**src/hw/rtl/macp_pkg.sv**
```systemverilog
// Shared types, constants and the hex digit decoder for the address text parser.
// No dependencies.
package macp_pkg;

    // text layout: six two-digit bytes and five delimiters
    localparam int unsigned TEXT_LEN = 17;
    localparam int unsigned POS_W    = 5;
    localparam int unsigned ADDR_W   = 48;
    localparam int unsigned NIB_W    = 4;

    localparam logic [POS_W-1:0] POS_FULL = POS_W'(TEXT_LEN);

    // character slot within one byte group (position mod 3)
    localparam logic [1:0] PHASE_HI  = 2'd0;
    localparam logic [1:0] PHASE_LO  = 2'd1;
    localparam logic [1:0] PHASE_SEP = 2'd2;

    // characters of interest
    localparam logic [7:0] CH_NUL   = 8'h00;
    localparam logic [7:0] CH_COLON = 8'h3A;
    localparam logic [7:0] CH_DASH  = 8'h2D;
    localparam logic [7:0] CH_0     = 8'h30;
    localparam logic [7:0] CH_9     = 8'h39;
    localparam logic [7:0] CH_LA    = 8'h61;
    localparam logic [7:0] CH_LF    = 8'h66;
    localparam logic [7:0] CH_UA    = 8'h41;
    localparam logic [7:0] CH_UF    = 8'h46;

    // status codes
    localparam logic STATUS_OK  = 1'b0;
    localparam logic STATUS_BAD = 1'b1;

    // parse state carried from one item to the next
    typedef struct packed {
        logic [POS_W-1:0]  pos;
        logic [1:0]        phase;
        logic [ADDR_W-1:0] acc;
        logic              err;
    } t_parse_state;

    // decoded digit: valid flag and nibble value
    typedef struct packed {
        logic             ok;
        logic [NIB_W-1:0] nib;
    } t_hex_digit;

    function automatic t_hex_digit hex_decode(input logic [7:0] ch);
        t_hex_digit d;
        logic [7:0] diff;
        d    = '0;
        diff = '0;
        if (ch inside {[CH_0:CH_9]}) begin
            diff  = ch - CH_0;
            d.ok  = 1'b1;
            d.nib = diff[NIB_W-1:0];
        end else if (ch inside {[CH_LA:CH_LF]}) begin
            diff  = ch - CH_LA + 8'd10;
            d.ok  = 1'b1;
            d.nib = diff[NIB_W-1:0];
        end else if (ch inside {[CH_UA:CH_UF]}) begin
            diff  = ch - CH_UA + 8'd10;
            d.ok  = 1'b1;
            d.nib = diff[NIB_W-1:0];
        end
        return d;
    endfunction

endpackage

```
**src/hw/rtl/mac_address_text_parser.sv**
```systemverilog
// Top level of the address text parser: input register, parse state, result register.
// Depends on macp_pkg and macp_step.

// Parses "xx:xx:xx:xx:xx:xx" text one character per item; ':' and '-' may be
// mixed and hex digits may be either case. A zero character ends the string
// and yields one item: the 48-bit address (first byte in bits 47:40) and a
// status, 0 for a valid address and 1 for malformed text (address then 0).
// Every other character yields nothing. An item is taken every cycle while no
// terminator waits: each item is held in the input register, where the
// combinational character step runs, and a terminator's result then goes to
// the result register; only a terminator can wait on a full result register.
module mac_address_text_parser (
    input  logic                        i_clk,
    input  logic                        i_rst_n,
    input  logic                        i_valid,
    output logic                        o_ready,
    input  logic [7:0]                  i_char_in,
    output logic                        o_valid,
    input  logic                        i_ready,
    output logic [macp_pkg::ADDR_W-1:0] o_mac_address,
    output logic                        o_parse_status
);

    logic                        r_in_valid;
    logic [7:0]                  r_char;
    macp_pkg::t_parse_state      r_state;
    macp_pkg::t_parse_state      n_state;
    logic                        r_out_valid;
    logic [macp_pkg::ADDR_W-1:0] r_mac;
    logic                        r_status;

    logic                        term;
    logic [macp_pkg::ADDR_W-1:0] step_mac;
    logic                        step_status;
    logic                        out_free;
    logic                        advance;

    macp_step u_step (
        .i_char         (r_char),
        .i_state        (r_state),
        .o_state        (n_state),
        .o_term         (term),
        .o_mac_address  (step_mac),
        .o_parse_status (step_status)
    );

    // the held item moves on unless it is a terminator facing a full result slot
    assign out_free = !r_out_valid || i_ready;
    assign advance  = r_in_valid && (!term || out_free);
    assign o_ready  = !r_in_valid || advance;

    // input register
    always_ff @(posedge i_clk) begin
        if (!i_rst_n) begin
            r_in_valid <= 1'b0;
        end else if (o_ready) begin
            r_in_valid <= i_valid;
        end
    end

    always_ff @(posedge i_clk) begin
        if (o_ready && i_valid) begin
            r_char <= i_char_in;
        end
    end

    // parse state
    always_ff @(posedge i_clk) begin
        if (!i_rst_n) begin
            r_state <= '0;
        end else if (advance) begin
            r_state <= n_state;
        end
    end

    // result register
    always_ff @(posedge i_clk) begin
        if (!i_rst_n) begin
            r_out_valid <= 1'b0;
        end else if (advance && term) begin
            r_out_valid <= 1'b1;
        end else if (i_ready) begin
            r_out_valid <= 1'b0;
        end
    end

    always_ff @(posedge i_clk) begin
        if (advance && term) begin
            r_mac    <= step_mac;
            r_status <= step_status;
        end
    end

    assign o_valid        = r_out_valid;
    assign o_mac_address  = r_mac;
    assign o_parse_status = r_status;

endmodule

```
**src/hw/rtl/macp_step.sv**
```systemverilog
// Next-state and result logic for one character of the address text.
// Depends on macp_pkg.
module macp_step (
    input  logic [7:0]                   i_char,
    input  macp_pkg::t_parse_state       i_state,
    output macp_pkg::t_parse_state       o_state,
    output logic                         o_term,
    output logic [macp_pkg::ADDR_W-1:0]  o_mac_address,
    output logic                         o_parse_status
);

    macp_pkg::t_hex_digit digit;
    logic                 good;

    assign digit = macp_pkg::hex_decode(i_char);
    assign o_term = (i_char == macp_pkg::CH_NUL);

    // result on the terminator
    assign good           = !i_state.err && (i_state.pos == macp_pkg::POS_FULL);
    assign o_mac_address  = good ? i_state.acc : '0;
    assign o_parse_status = good ? macp_pkg::STATUS_OK : macp_pkg::STATUS_BAD;

    // state update
    always_comb begin
        o_state = i_state;
        if (o_term) begin
            o_state = '0;
        end else if (i_state.err) begin
            o_state = i_state;
        end else if (i_state.pos == macp_pkg::POS_FULL) begin
            // extra characters after a complete address
            o_state.err = 1'b1;
        end else if (i_state.phase == macp_pkg::PHASE_SEP) begin
            if (i_char == macp_pkg::CH_COLON || i_char == macp_pkg::CH_DASH) begin
                o_state.pos   = i_state.pos + 1'b1;
                o_state.phase = macp_pkg::PHASE_HI;
            end else begin
                o_state.err = 1'b1;
            end
        end else if (digit.ok) begin
            o_state.acc   = {i_state.acc[macp_pkg::ADDR_W-macp_pkg::NIB_W-1:0], digit.nib};
            o_state.pos   = i_state.pos + 1'b1;
            o_state.phase = (i_state.phase == macp_pkg::PHASE_HI) ? macp_pkg::PHASE_LO
                                                                  : macp_pkg::PHASE_SEP;
        end else begin
            o_state.err = 1'b1;
        end
    end

endmodule
```
**config.mk**
```make
export PLATFORM = sky130hd
export DESIGN_NAME = mac_address_text_parser
export DESIGN_NICKNAME = d
export VERILOG_FILES = /design/src/hw/rtl/macp_pkg.sv /design/src/hw/rtl/mac_address_text_parser.sv /design/src/hw/rtl/macp_step.sv
export SDC_FILE = /design/constraint.sdc
export NUM_CORES = 1
export LEC_CHECK = 0
export BUFFER_PORTS_ARGS = -buffer_cell sky130_fd_sc_hd__buf_2
export CAP_MARGIN = 20
export CORE_MARGIN = 5
export CORE_UTILIZATION = 50
export DETAILED_ROUTE_END_ITERATION = 8
export GPL_TIMING_DRIVEN = 0
export PLACE_DENSITY_LB_ADDON = 0.12
export SYNTH_ARGS = -nofsm -noshare
export SYNTH_HDL_FRONTEND = slang
export SYNTH_SLANG_ARGS = --single-unit
```
**constraint.sdc**
```tcl
create_clock -name i_clk -period 3 [get_ports i_clk]
set_clock_uncertainty 0.2 [all_clocks]
set_input_delay 0.6 -clock i_clk [delete_from_list [all_inputs] [get_ports i_clk]]
set_output_delay 0.6 -clock i_clk [all_outputs]
set_load 0.05 [all_outputs]
```
==> impl_metrics.csv <==
group,metric,value,unit
outcome,outcome,"finished clean",
final_layout,syn_to_final_growth,23.0,%
final_layout,postLayoutCellArea,0.00588,sq mm
floorplan,dieArea,0.0116,sq mm
floorplan,die_y,108,um
sta,min_period,2.86,ns
synthesis,async_flop_share,0,%
synthesis,synth-main-ff-cell,"dfxtp_1",
sta,finalMaxSlewViolations,0,
route,wire_per_inst,13.8,um
route,drcViolationCount,0,
sta,slew_headroom,40.1,%
place,dp.cells,617,
synthesis,syn_nets,445,
synthesis,synth_seq_cells,115,
worst_hold_path,min_path_type,"in -> reg",
final_layout,utilization,63.4,%
clocking,cts_tree,"done",
worst_setup_path,worstSetupStartpointType,"flip-flop",
synthesis,synthCells,426,
pwr,intPower,0.00299,W
final_layout,final_cell_count_no_fill,649,
global_routing,grt_pass1_wl,15000,um
sta,fin_hold_ws,0.0703,ns
synthesis,synthesis.area,0.00478,sq mm
floorplan,start_util,51.5,%
synthesis,ys_warn_count,0,
clocking,cts_buffer_depth,2,
clocking,worstSkewPairLatency,0.50,ns
global_routing,grtUsageTotal,16.6,%
pwr,p_seq_share,44.6,%
final_layout,nets,526,
final_layout,fillers,770,
route,viasPerCell,4.90,
sta,fin_crit_sh,95.2,%
pwr,powerDensity,634,mW/mm^2
place,place_congestion,0.895,
floorplan,core_area,0.00928,sq mm
worst_hold_path,worst_hold_path.num_cells,1,
final_layout,drive_gt1_share,20.0,%
sta,max_slew.worst_pin.slew,0.894,ns
place,placed_cell_area,0.00528,sq mm
global_routing,grt_max_degree,27,
route,vias,3179,
floorplan,io_pins,63,
synthesis,synth_edf_count,57,
worst_hold_path,timing.hold.worst.start,"i_char_in[3]",
route,firstDrtPassIters,4,
clocking,cts_buffers,17,
pwr,combPwrFrac,2.8,%
worst_setup_path,critPathCaptureType,"output port",
worst_setup_path,worst-setup-path-type,"reg -> out",
route,drt_iter0_drc,128,
worst_setup_path,reg2reg_depth,9,
place,placement.io_buffers,61,
final_layout,antennaDiodeCount,0,
final_layout,final_common_cell,"nand2_1",
pwr,p_switching,0.000744,W
sta,rsz0062_at_grt,"false",
sta,setup_viol,0,
synthesis,synth_area_per_cell,11.2,sq um
floorplan,fp.dieW,108,um
final_layout,final_cell_mix,"nand2_1, buf_2, dfxtp_1",
pwr,p_sw_share,19.9,%
worst_setup_path,worst-path-max-fanout,5,
pwr,clkPwrFrac,52.5,%
worst_setup_path,rr_startpoint,"r_char[0]",
clocking,clock-sinks,115,
clocking,htree_levels,4,
synthesis,synth.distinct_cells,40,
clocking,clkTransAtPathRegs,0.06,ns
worst_setup_path,cp.arrival,2.06,ns
synthesis,ys_seq_area_share,60.1,%
flow_run,maxCapViolCount,0,
worst_setup_path,startpoint,"r_char[0]",
pwr,irDropWorstVdd,0.368,mV
sta,hold_violations,0,
sta,fmax,350,MHz
sta,fin_tns_setup,0,ns
route,wirelength,8950,um
floorplan,rows,35,
worst_setup_path,required,2.20,ns
global_routing,overflow,0,
global_routing,antenna_found_initial,0,
pwr,p_leak,2.63,nW
route,ant_nets,0,
clocking,cts_root_buffer,"clkbuf_8",
place,dpl.hpwl,6310,um
global_routing,grt_pass1_vias,3149,
through the flow:
step                      setup WS, ns  total power (W)
after global routing            0.0457          0.00386
after detailed placement        0.0999          0.00180
after global placement          -0.566          0.00180
after CTS                      0.00634          0.00376
final                            0.144          0.00373
after floorplan                 0.0666          0.00177
layout make-up:
class	instances	area, sq um	area share [%]
flip-flops and latches	115	2870	48.8
multi-input cells	279	1770	30.2
clock buffers	21	449	7.64
repair buffers	62	333	5.66
well taps	129	161	2.74
clock inverters	11	136	2.32
plain buffers	25	129	2.19
inverters	7	26.3	0.447
critical path, cell delays in order, from the launching register on:
cell	delay, ns
edfxtp_1	0.46
inv_2	0.13
ha_1	0.16
nor4b_4	0.25
and2_4	0.23
nand3_1	0.10
buf_2	0.23
registers in the layout (all words and copies together), names as in the netlist:
| signal | flops |
|---|---|
| o_valid | 1 |
| o_parse_status | 1 |
| o_mac_address | 48 |
| r_state | 56 |
| r_char | 8 |
| r_in_valid | 1 |
metal layers:
layer / vias to the layer above / track usage [%] / routed length (um)
met1: 1501 / 21.7 / 4210
met4: 0 / 4.87 / 97
li1: 1609 / - / -
met2: 58 / 26.3 / 4290
met3: 11 / 5.22 / 350
met5: - / 0 / 0
power groups by stage:
| stage | combinational, W | sequential, W | clock [W] |
|---|---|---|---|
| after global placement | 0.000102 | 0.00169 | 0 |
| final | 0.000106 | 0.00167 | 0.00196 |
| after CTS | 0.000105 | 0.00166 | 0.00199 |
| after detailed placement | 0.000104 | 0.00170 | 0 |
| after floorplan | 0.0000770 | 0.00169 | 0 |
| after global routing | 0.000119 | 0.00167 | 0.00208 |
cells by family after synthesis:
logic type	count (synthesis)	synth area share [%]
and+or+nand+nor	193	19.9
DFF	115	60.1
muxes	56	11.7
buffers and inverters	32	3.22
AOI/OAI and AO/OA	22	3.09
adders and majority gates	7	1.83
xor gates and xnor gates	1	0.183
synthesized netlist by cell type, drive strengths merged, types with 2 or more instances:
cell    number  area (sq um)
nor2b        4          25.0
mux2i       55           551
o211ai       2          15.0
and2        50           313
nand2      106           398
nor4b        2          23.8
and3         2          12.5
a21boi       2          15.0
clkbuf      18          67.6
nor3b        3          22.5
edfxtp      57          1710
o21bai       2          15.0
buf          7          60.1
nand2b       8          50.1
o21ai        2          10.0
inv          7          26.3
a21oi        6          30.0
nand3        7          35.0
nor3         2          10.0
dfxtp       58          1160
ha           7          87.6
nor2         3          11.3
a211oi       2          15.0
path summary, 6_finish.rpt:
check / to / slack [ns]
min: r_char[3] / 0.07
max reg2reg: r_state[39] / 0.33
max: o_ready / 0.14
min reg2reg: r_state[48] / 0.25
timing repair:
action / in CTS / in global routing
buffers inserted: 0 / 0
endpoints found under the setup margin: 1 / 11
hold buffers: 0 / 0
cloned: 0 / 0
resized for setup: 2 / 4
Power figures use the tool's default switching activity.
